==> config.mk <==
export PLATFORM = sky130hd
export DESIGN_NAME = tds_divider
export DESIGN_NICKNAME = d
export VERILOG_FILES = /design/src/tds_pkg.sv /design/src/tds_divider.sv
export SDC_FILE = /design/constraint.sdc
export NUM_CORES = 1
export LEC_CHECK = 0
export ABC_AREA = 1
export BUFFER_PORTS_ARGS = -buffer_cell sky130_fd_sc_hd__buf_2
export CORE_ASPECT_RATIO = 1.5
export CORE_UTILIZATION = 25
export DETAILED_ROUTE_END_ITERATION = 10
export PLACE_DENSITY = 0.43
export SETUP_SLACK_MARGIN = 0.4
export SLEW_MARGIN = 20
export SYNTH_ARGS = -nofsm -noshare
export SYNTH_HDL_FRONTEND = slang
export SYNTH_SLANG_ARGS = --single-unit
==> constraint.sdc <==
create_clock -name clk -period 8.55 [get_ports clk]
set_input_delay 0.4275 -clock clk [delete_from_list [all_inputs] [get_ports clk]]
set_output_delay 0.4275 -clock clk [all_outputs]
set_load 0.005 [all_outputs]
==> src/tds_pkg.sv <==
`default_nettype none
package tds_pkg;

  localparam int MaxRows  = 64;
  localparam int FracBits = 16;
  localparam int IdxW     = $clog2(MaxRows);
  localparam int CntW     = $clog2(MaxRows + 1);

  localparam logic [1:0] ERR_OK      = 2'd0;
  localparam logic [1:0] ERR_ZERO    = 2'd1;
  localparam logic [1:0] ERR_ROWS    = 2'd2;
  localparam logic [1:0] ERR_SAT     = 2'd3;

  localparam logic signed [63:0] FxMax = 64'sd2147483647;
  localparam logic signed [63:0] FxMin = -64'sd2147483648;

  // divider request and response
  typedef struct packed {
    logic               go;
    logic signed [31:0] num;
    logic signed [31:0] den;
  } div_req_t;

  typedef struct packed {
    logic               done;
    logic signed [31:0] quo;
    logic               zero;
    logic               sat;
  } div_rsp_t;

  // clamp a wide value to 32 bits
  function automatic logic signed [31:0] sat32(input logic signed [63:0] v);
    logic signed [31:0] r;
    if (v > FxMax) r = 32'sh7fffffff;
    else if (v < FxMin) r = 32'sh80000000;
    else r = v[31:0];
    return r;
  endfunction

  function automatic logic ovf32(input logic signed [63:0] v);
    return (v > FxMax) || (v < FxMin);
  endfunction

endpackage
`default_nettype wire

==> src/tds_divider.sv <==
`default_nettype none
// Radix-2 restoring divider: (num << FracBits) / den, truncated toward zero.
module tds_divider import tds_pkg::*; (
  input  wire logic     clk,
  input  wire logic     rst,
  input  wire div_req_t req,
  output div_rsp_t      rsp
);

  localparam int DW = 32 + FracBits;
  localparam int SW = $clog2(DW + 1);

  logic [DW-1:0] dividend;
  logic [DW-1:0] quo;
  logic [32:0]   remain;
  logic [31:0]   divisor;
  logic          neg;
  logic          zero;
  logic          busy;
  logic          done;
  logic [SW-1:0] steps;
  logic [32:0]   trial;
  logic [DW:0]   sq;

  assign trial = {remain[31:0], dividend[DW-1]} - {1'b0, divisor};

  always_ff @(posedge clk) begin
    if (rst) begin
      busy <= 1'b0;
      done <= 1'b0;
    end else begin
      done <= 1'b0;
      if (req.go) begin
        busy     <= 1'b1;
        steps    <= SW'(DW);
        zero     <= (req.den == 32'sd0);
        neg      <= req.num[31] ^ req.den[31];
        dividend <= {(req.num[31] ? 32'(-req.num) : 32'(req.num)), {FracBits{1'b0}}};
        divisor  <= req.den[31] ? 32'(-req.den) : 32'(req.den);
        remain   <= '0;
        quo      <= '0;
      end else if (busy) begin
        // one quotient bit each cycle
        dividend <= dividend << 1;
        if (!trial[32]) begin
          remain <= trial;
          quo    <= {quo[DW-2:0], 1'b1};
        end else begin
          remain <= {remain[31:0], dividend[DW-1]};
          quo    <= {quo[DW-2:0], 1'b0};
        end
        steps <= steps - SW'(1);
        if (steps == SW'(1)) begin
          busy <= 1'b0;
          done <= 1'b1;
        end
      end
    end
  end

  // sign and clamp
  always_comb begin
    sq = neg ? -{1'b0, quo} : {1'b0, quo};
    rsp.done = done;
    if (zero) begin
      rsp.quo = '0;
      rsp.sat = 1'b0;
    end else begin
      rsp.quo = sat32(64'(signed'(sq)));
      rsp.sat = ovf32(64'(signed'(sq)));
    end
    rsp.zero = zero;
  end

endmodule
`default_nettype wire

After elaboration in Yosys (flattened, before gate mapping)
Index checks and enable logic that the tools add are counted.
{ "totals": {"ff_bits": 169, "latchBits": 0, "romBits": 0, "ram_bits": 0, "inputBits": 67, "out_inout_bits": 35, "word_cells": 46, "mem_count": 0} }
{ "classes": {"n_reduce_logical": 6, "shift": 0, "bitwise": 3, "mux": 18, "n_addsub": 5, "eq_ne": 1, "magnitude_cmp": 2, "n_mul": 0, "div": 0} }
{ "ops": {"columns": ["op", "count"], "rows": [
  ["32-bit 2-to-1 mux", 6],
  ["48-bit 2-to-1 mux", 3],
  ["32-bit negation", 2],
  ["49-bit by 32-bit > comparator with 1-bit output, second input constant", 1],
  ["49-bit by 32-bit < comparator with 1-bit output, second input constant", 1],
  ["49-bit 2-to-1 mux", 1],
  ["48-bit negation with 49-bit output", 1],
  ["33-bit by 32-bit subtractor with 33-bit output", 1],
  ["32-bit logical NOT", 1],
  ["31-bit 2-to-1 mux", 1],
  ["6-bit by 1-bit == test with 1-bit output, second input constant", 1],
  ["1-bit 2-to-1 mux", 6],
  ["6-bit 2-to-1 mux", 1],
  ["6-bit by 1-bit subtractor with 6-bit output, second input constant", 1],
  ["2-bit AND reduction", 2],
  ["3-bit OR reduction", 1],
  ["1-bit NOT", 2],
  ["2-bit nonzero test", 1],
  ["1-bit logical OR", 1],
  ["1-bit XOR", 1]
]} }

Depth between registers and ports, before layout
Gate-level depths: netlist of run 1.
{ "logic_depth": {"ltp_word": 6, "mapped_depth": 21, "depth_no_buf": 20} }

Least setup slack after synthesis of run 1
No wires, ideal clock.
{ "synth_timing": {"path_kind": "input-to-reg", "from": "input port req[64] (netlist name)", "to": "register dividend[16], enable pin", "arrival_ns": 6.753, "path_slack_ns": 1.160, "path_buffers": 2, "required_time_ns": 7.913, "setup_time_ns": 0.637, "path_stages": 4, "cell_sequence": "clkbuf_1 -> clkinv_1 -> clkbuf_1 -> a21oi_1"} }
{ "synth_via": {"elab_chain_cells": 2} }
{ "synth_lines": {"columns": ["item", "line_no", "text"], "rows": [
  ["start: declaration", "tds_divider.sv:6", "input wire div_req_t req,"],
  ["2-bit nonzero test (no line)", null, null],
  ["2-bit AND reduction (no line)", null, null],
  ["end signal: assignment", "tds_divider.sv:38", "dividend <= {(req.num[31] ? 32'(-req.num) : 32'(req.num)), {FracBits{1'b0}}};"],
  ["end signal: assignment", "tds_divider.sv:44", "dividend <= dividend << 1;"],
  ["end: declaration", "tds_divider.sv:13", "logic [DW-1:0] dividend;"]
]} }
Every way passes these cells.
A chain may end at the register's enable or synchronous reset.

==> load_flow_metrics.sql, run 1 <==
INSERT INTO impl_metrics (metric_group, metric, value, unit) VALUES
('run_status', 'outcome', 'completed', ''),
('placement', 'place_congestion', '0.886', ''),
('job', 'timing.max_cap.violations', '0', ''),
('grt', 'grt_antenna_before_repair', '0', ''),
('timing', 'min_period', '4.54', 'ns'),
('logic_synthesis', 'ys_warn_count', '0', ''),
('clock_tree', 'clkSlewWorstSetupHoldPaths', '0.07', 'ns'),
('setup_path', 'critical_path.endpoint_type', 'primary output', ''),
('placement', 'placement.io_buffers', '101', ''),
('pwr', 'cell_internal_pwr', '1.51', 'mW'),
('finish', 'layout.cells.most_common', 'sky130_fd_sc_hd__nand2_1', ''),
('setup_path', 'critical_path.max_fanout', '32', ''),
('timing', 'tightestPinTransition', '1.01', 'ns'),
('pwr', 'powerDensity', '173', 'nW/um^2'),
('clock_tree', 'number_of_buffers_added_for_setup_after_cts', '0', ''),
('route', 'route.antenna.remaining_nets', '0', ''),
('floorplanning', 'fp.dieArea', '47600', 'um^2'),
('floorplanning', 'initial_standard_cell_utilization_of_the_core', '25.5', '%'),
('grt', 'first_pass_grt_wire_length', '54.0', 'mm'),
('setup_path', 'cp-start-kind', 'register', ''),
('finish', 'final_cell_area', '13300', 'um^2'),
('finish', 'post_route_cells_drive_above_1_share', '11.6', '%'),
('clock_tree', 'htree_num_levels', '4', ''),
('logic_synthesis', 'mean_post_synth_cell_area', '7.28', 'um^2'),
('floorplanning', 'ios', '102', ''),
('pwr', 'sw_frac_of_total', '34.1', '%'),
('pwr', 'share_of_total_power_in_the_clock_network', '33.7', '%'),
('pwr', 'power.ir.vdd_worst', '0.141', 'mV'),
('pwr', 'pwr-share-seq', '41.0', '%'),
('logic_synthesis', 'yosysUniqueCellTypes', '46', ''),
('clock_tree', 'ctsLongestPathBuffers', '2', ''),
('grt', 'grt-ovfl-total', '0', ''),
('floorplanning', 'rows', '96', ''),
('setup_path', 'critPathMostFrequentCell', 'sky130_fd_sc_hd__nand3_1', ''),
('timing', 'timing.setup.tns', '0', 'ns'),
('timing', 'max_freq', '220', 'MHz'),
('floorplanning', 'core_area', '45900', 'um^2'),
('setup_path', 'crit_arrival', '4.11', 'ns'),
('logic_synthesis', 'yosysSeqAreaShare', '39.4', '%'),
('route', 'finalWirelength', '34.4', 'mm'),
('setup_path', 'largest_stage_delay_on_the_critical_path', '0.68', 'ns'),
('pwr', 'share_of_power_burned_in_combinational_logic', '25.4', '%'),
('pwr', 'design_power_total', '2.30', 'mW'),
('timing', 'max-slew-margin-rel', '32.6', '%'),
('floorplanning', 'y_dimension_of_the_die', '267', 'um'),
('logic_synthesis', 'synth_async_sr_flop_share', '0', '%'),
('placement', 'place_hpwl', '26.9', 'mm'),
('route', 'detailed_route_drc_error_count', '0', ''),
('timing', 'setup_viol_count_final', '0', ''),
('finish', 'nets', '1787', ''),
('clock_tree', 'cts_tree', 'yes', ''),
('clock_tree', 'ctsHoldBuffers', '0', ''),
('clock_tree', 'worstSkewPairLatency', '0.44', 'ns'),
('placement', 'post-place-cells', '2251', ''),
('min_path', 'hp-class', 'in -> reg', ''),
('grt', 'number_of_global_route_vias_before_repair', '10300', ''),
('setup_path', 'critical_path.slowest_cell', 'sky130_fd_sc_hd__nand3_2', ''),
('logic_synthesis', 'number_of_enable_flip_flop_cells_after_synthesis', '152', ''),
('pwr', 'leakage', '5.76', 'nW'),
('clock_tree', 'clockRootBuffer', 'sky130_fd_sc_hd__clkbuf_16', ''),
('route', 'detail_route.vias_per_cell', '4.58', ''),
('finish', 'instances_no_fill', '2283', ''),
('logic_synthesis', 'synth_top_flop_cell', 'sky130_fd_sc_hd__edfxtp_1', ''),
('finish', 'synthToLayoutAreaGrowth', '14.0', '%'),
('logic_synthesis', 'syn-instance-count', '1605', ''),
('route', 'drt-initial-drc-count', '519', ''),
('logic_synthesis', 'mappedNetlistArea', '11700', 'um^2'),
('clock_tree', 'clock_sinks', '154', ''),
('route', 'drt_pass1_iterations', '5', ''),
('setup_path', 'worstSetupPathType', 'reg -> out', ''),
('placement', 'placement.cell_area', '12700', 'um^2');
## final cells by class
| type | instances | area (um^2) |
|---|---|---|
| Clock buffer | 17 | 425 |
| Clock inverter | 15 | 154 |
| Fill cell | 5103 | 32600 |
| Inverter | 185 | 694 |
| Multi-Input combinational cell | 1217 | 6150 |
| Sequential cell | 154 | 4600 |
| Tap cell | 588 | 736 |
| Timing Repair Buffer | 107 | 551 |
## Yosys cell counts, types with 8 or more instances
library cell	n	area, um^2
sky130_fd_sc_hd__nand2_2	12	75.1
sky130_fd_sc_hd__o21ai_0	105	526
sky130_fd_sc_hd__inv_1	182	683
sky130_fd_sc_hd__nand3_1	80	400
sky130_fd_sc_hd__nand2_1	423	1590
sky130_fd_sc_hd__edfxtp_1	152	4560
sky130_fd_sc_hd__clkbuf_1	26	97.6
sky130_fd_sc_hd__xor2_1	46	403
sky130_fd_sc_hd__ha_1	37	463
sky130_fd_sc_hd__a31oi_1	11	68.8
sky130_fd_sc_hd__a21oi_2	25	219
sky130_fd_sc_hd__a21oi_1	83	415
sky130_fd_sc_hd__nor2_2	8	50.1
sky130_fd_sc_hd__xnor2_1	36	315
sky130_fd_sc_hd__buf_2	8	40.0
sky130_fd_sc_hd__nor3_1	17	85.1
sky130_fd_sc_hd__nand4_1	21	131
sky130_fd_sc_hd__nor2_1	264	991
## worst max-delay path, delay by kind of cell, from the launching register on
kind                     cells  cell delay (ns)
flip-flops                   1             0.50
adder cells (fa/ha/maj)      1             0.23
AND/OR/NAND/NOR              9             1.89
buffers and inverters        3             0.39
AO/OA/AOI/OAI                2             0.64
## registers in the layout, indices dropped and copies added, names as in the netlist
signal    cells
divisor      32
dividend     32
quo          48
remain       32
busy          1
done          1
zero          1
neg           1
steps         6
## cell families (layout without fill, tap and decap cells)
group	count (synthesis)	after routing	share of synthesized area, %
and+or+nand+nor	847	847	29.9
AOI/OAI and AO/OA	250	250	12.3
xor gates and xnor gates	82	82	6.15
buffers and inverters	234	324	8.15
DFF	154	154	39.4
adders and majority gates	38	38	4.13
## power groups by stage
stage	Clock (mW)	Combinational [mW]	Sequential, mW
floorplan	0	0.428	0.952
CTS	0.808	0.589	0.942
finish	0.774	0.583	0.942
global placement	0	0.585	0.958
detailed placement	0	0.587	0.958
global route	0.828	0.662	0.948
## stage by stage
stage / hold slack [ns] / utilization, % / setup WS [ns]
global placement: 0.509 / 27.7 / 4.53
finish: 0.198 / 29.0 / 4.01
floorplan: 0.421 / - / 1.16
detailed placement: 0.517 / 27.7 / 4.48
global route: 0.188 / 29.0 / 3.73
CTS: 0.167 / 29.0 / 3.96
## path summary, 6_finish.rpt
check / from / endpoint / slack, ns / depth (start not counted)
max: quo[0] / rsp[3] / 4.01 / 15
min: req[0] / divisor[0] / 0.20 / 1
max reg2reg: dividend[47] / remain[27] / 5.17 / 15
min reg2reg: dividend[35] / dividend[36] / 0.52 / 2
## layer usage
metal,track usage [%],up-vias,wire length [um]
met5,0,-,0
met4,6.71,0,1180
met3,1.95,56,795
met2,28.7,188,18800
met1,15.3,4793,13700
li1,-,5410,-
Power figures use the tool's default switching activity.
==> run 2: changes to the inputs <==
clock period = 4.4 ns   (was 8.55 ns; I/O delays follow)
==> load_flow_metrics.sql, run 2 (synthesized netlist as in run 1, its figures left out) <==
INSERT INTO impl_metrics (metric_group, metric, value, unit) VALUES
('pwr', 'leakage', '5.83', 'nW'),
('floorplanning', 'ios', '102', ''),
('grt', 'grt-ovfl-total', '0', ''),
('pwr', 'power.ir.vdd_worst', '0.283', 'mV'),
('route', 'finalWirelength', '34.8', 'mm'),
('finish', 'synthToLayoutAreaGrowth', '15.3', '%'),
('finish', 'highest_count_cells_in_the_layout_ignoring_fill_and_taps', 'sky130_fd_sc_hd__nand2_1 (423), sky130_fd_sc_hd__nor2_1 (262), sky130_fd_sc_hd__inv_1 (182)', ''),
('min_path', 'hp-class', 'in -> reg', ''),
('timing', 'fin_worst_skew', '0.0131', 'ns'),
('timing', 'timing.setup.tns', '0', 'ns'),
('floorplanning', 'rows', '96', ''),
('clock_tree', 'numCtsBuffers', '17', ''),
('clock_tree', 'worstSkewPairLatency', '0.45', 'ns'),
('floorplanning', 'fp.dieArea', '47600', 'um^2'),
('job', 'timing.max_cap.violations', '0', ''),
('finish', 'largest_register_ffs', '48', ''),
('grt', 'grt_antenna_before_repair', '0', ''),
('route', 'detailed_route_drc_error_count', '0', ''),
('route', 'via_count', '10500', ''),
('finish', 'final_cell_area', '13500', 'um^2'),
('setup_path', 'crit_arrival', '3.45', 'ns'),
('clock_tree', 'cts_tree', 'yes', ''),
('route', 'drt-initial-drc-count', '544', ''),
('finish', 'max_flop_register', 'quo', ''),
('route', 'route.antenna.remaining_nets', '0', ''),
('setup_path', 'cp.required', '4.18', 'ns'),
('run_status', 'outcome', 'completed', ''),
('clock_tree', 'htree_num_levels', '4', ''),
('floorplanning', 'initial_standard_cell_utilization_of_the_core', '25.5', '%'),
('route', 'detail_route.vias_per_cell', '4.57', ''),
('placement', 'placement.io_buffers', '101', ''),
('route', 'avgRoutedWirePerCell', '15.2', 'um'),
('pwr', 'netSwitchingPower', '1.47', 'mW'),
('placement', 'place_hpwl', '27.0', 'mm'),
('pwr', 'share_of_total_power_in_the_clock_network', '34.1', '%'),
('timing', 'min_period', '3.67', 'ns'),
('pwr', 'share_of_power_burned_in_combinational_logic', '25.5', '%'),
('pwr', 'design_power_total', '4.53', 'mW'),
('timing', 'report.final.slew_viol_count', '0', ''),
('clock_tree', 'ctsLongestPathBuffers', '2', ''),
('timing', 'fin_crit_sh', '83.4', '%'),
('finish', 'antennaDiodeCount', '0', ''),
('timing', 'setup_viol_count_final', '0', ''),
('pwr', 'powerDensity', '336', 'nW/um^2'),
('timing', 'tightestPinTransition', '1.02', 'ns'),
('floorplanning', 'die_w', '179', 'um'),
('pwr', 'cell_internal_pwr', '3.05', 'mW'),
('finish', 'nets', '1798', ''),
('finish', 'post_route_cells_drive_above_1_share', '12.1', '%'),
('setup_path', 'worstSetupPathType', 'reg -> out', ''),
('setup_path', 'critical_path.max_fanout', '16', ''),
('timing', 'finalHoldViolations', '0', ''),
('setup_path', 'critical_path.endpoint_type', 'primary output', ''),
('finish', 'number_of_filler_cells_placed_in_the_layout', '5139', ''),
('pwr', 'sw_frac_of_total', '32.6', '%'),
('timing', 'max-slew-margin-rel', '32.1', '%'),
('finish', 'layout.cells.most_common', 'sky130_fd_sc_hd__nand2_1', ''),
('pwr', 'pwr-share-seq', '40.4', '%'),
('placement', 'placement.cell_area', '12800', 'um^2'),
('timing', 'grt_setup_unrepaired', 'false', ''),
('grt', 'number_of_global_route_vias_before_repair', '10500', ''),
('clock_tree', 'clock_sinks', '154', ''),
('grt', 'first_pass_grt_wire_length', '55.1', 'mm'),
('timing', 'slack_of_the_critical_path', '0.732', 'ns'),
('grt', 'maximum_number_of_pins_on_one_net_before_global_route_repair', '108', ''),
('floorplanning', 'y_dimension_of_the_die', '267', 'um'),
('setup_path', 'cp-start-kind', 'register', ''),
('clock_tree', 'clockRootBuffer', 'sky130_fd_sc_hd__clkbuf_16', ''),
('timing', 'max_freq', '273', 'MHz'),
('placement', 'place_congestion', '0.906', ''),
('route', 'drt_pass1_iterations', '4', ''),
('clock_tree', 'clkSlewWorstSetupHoldPaths', '0.07', 'ns'),
('placement', 'dp_slack', '0.563', 'ns'),
('grt', 'gr-usage-all-layers', '15.0', '%'),
('floorplanning', 'core_area', '45900', 'um^2');
## run 2: area by class of cell
| cell class | instances | area [um^2] | area share, % |
|---|---|---|---|
| flip-flops and latches | 154 | 4600 | 34.2 |
| multi-input cells | 1218 | 6160 | 45.8 |
| repair buffers | 117 | 673 | 5.00 |
| clock inverters | 14 | 171 | 1.27 |
| inverters | 185 | 694 | 5.16 |
| clock buffers | 17 | 425 | 3.16 |
| well taps | 588 | 736 | 5.46 |
## run 2: worst max-delay path, stage by stage (launching register included)
cell                       delay (ns)
sky130_fd_sc_hd__edfxtp_1        0.51
sky130_fd_sc_hd__inv_1           0.17
sky130_fd_sc_hd__ha_1            0.22
sky130_fd_sc_hd__nand2_2         0.12
sky130_fd_sc_hd__nor2_1          0.17
sky130_fd_sc_hd__nand3_1         0.17
sky130_fd_sc_hd__nand2_2         0.22
sky130_fd_sc_hd__nand4_1         0.11
sky130_fd_sc_hd__nand2_1         0.14
sky130_fd_sc_hd__inv_1           0.05
sky130_fd_sc_hd__nor2_1          0.11
sky130_fd_sc_hd__nand3_1         0.25
sky130_fd_sc_hd__o21ai_4         0.25
sky130_fd_sc_hd__buf_12          0.16
sky130_fd_sc_hd__nand2_1         0.07
sky130_fd_sc_hd__a21oi_2         0.13
sky130_fd_sc_hd__buf_2           0.12
## run 2: final timing paths
kind / cells after the start / end / slack [ns] / from
worst max-delay path: 16 / rsp[7] / 0.73 / quo[0]
worst min-delay path: 3 / divisor[30] / 0.09 / req[30]
worst max register to register: 15 / remain[30] / 0.88 / divisor[0]
worst min register to register: 2 / dividend[38] / 0.53 / dividend[37]
## run 2: power by group through the flow
stage	combinational (mW)	clock (mW)	sequential, mW
floorplan	0.833	0	1.84
global placement	1.14	0	1.87
detailed placement	1.14	0	1.87
CTS	1.16	1.60	1.83
global route	1.32	1.64	1.84
finish	1.15	1.54	1.83
## run 2: per-stage QoR
step	util (%)	hold WS (ns)	instances
after detailed placement	27.8	0.447	2254
after floorplan	-	0.297	1605
final	29.4	0.0918	2293
after CTS	29.3	0.0692	2291
after global routing	29.4	0.0801	2293
after global placement	27.8	0.439	2254
## run 2: what timing repair did
| action | 4_1_cts | 5_1_grt |
|---|---|---|
| gates resized for setup | 2 | 1 |
| hold buffers | 1 | 0 |
| buffers inserted | 4 | 2 |
| pin swaps | 2 | 0 |
| hold endpoints to repair | 1 | 0 |
| endpoints found under the setup margin | 32 | 32 |
| gates cloned | 1 | 0 |
## run 2: per-layer routing
metal  track usage, %  wire, um  vias up
met5                0         0        -
met4             6.44      1140        0
met3             1.48       655       51
met2             29.1     18900      190
met1             16.1     14100     4812
li1                 -         -     5433
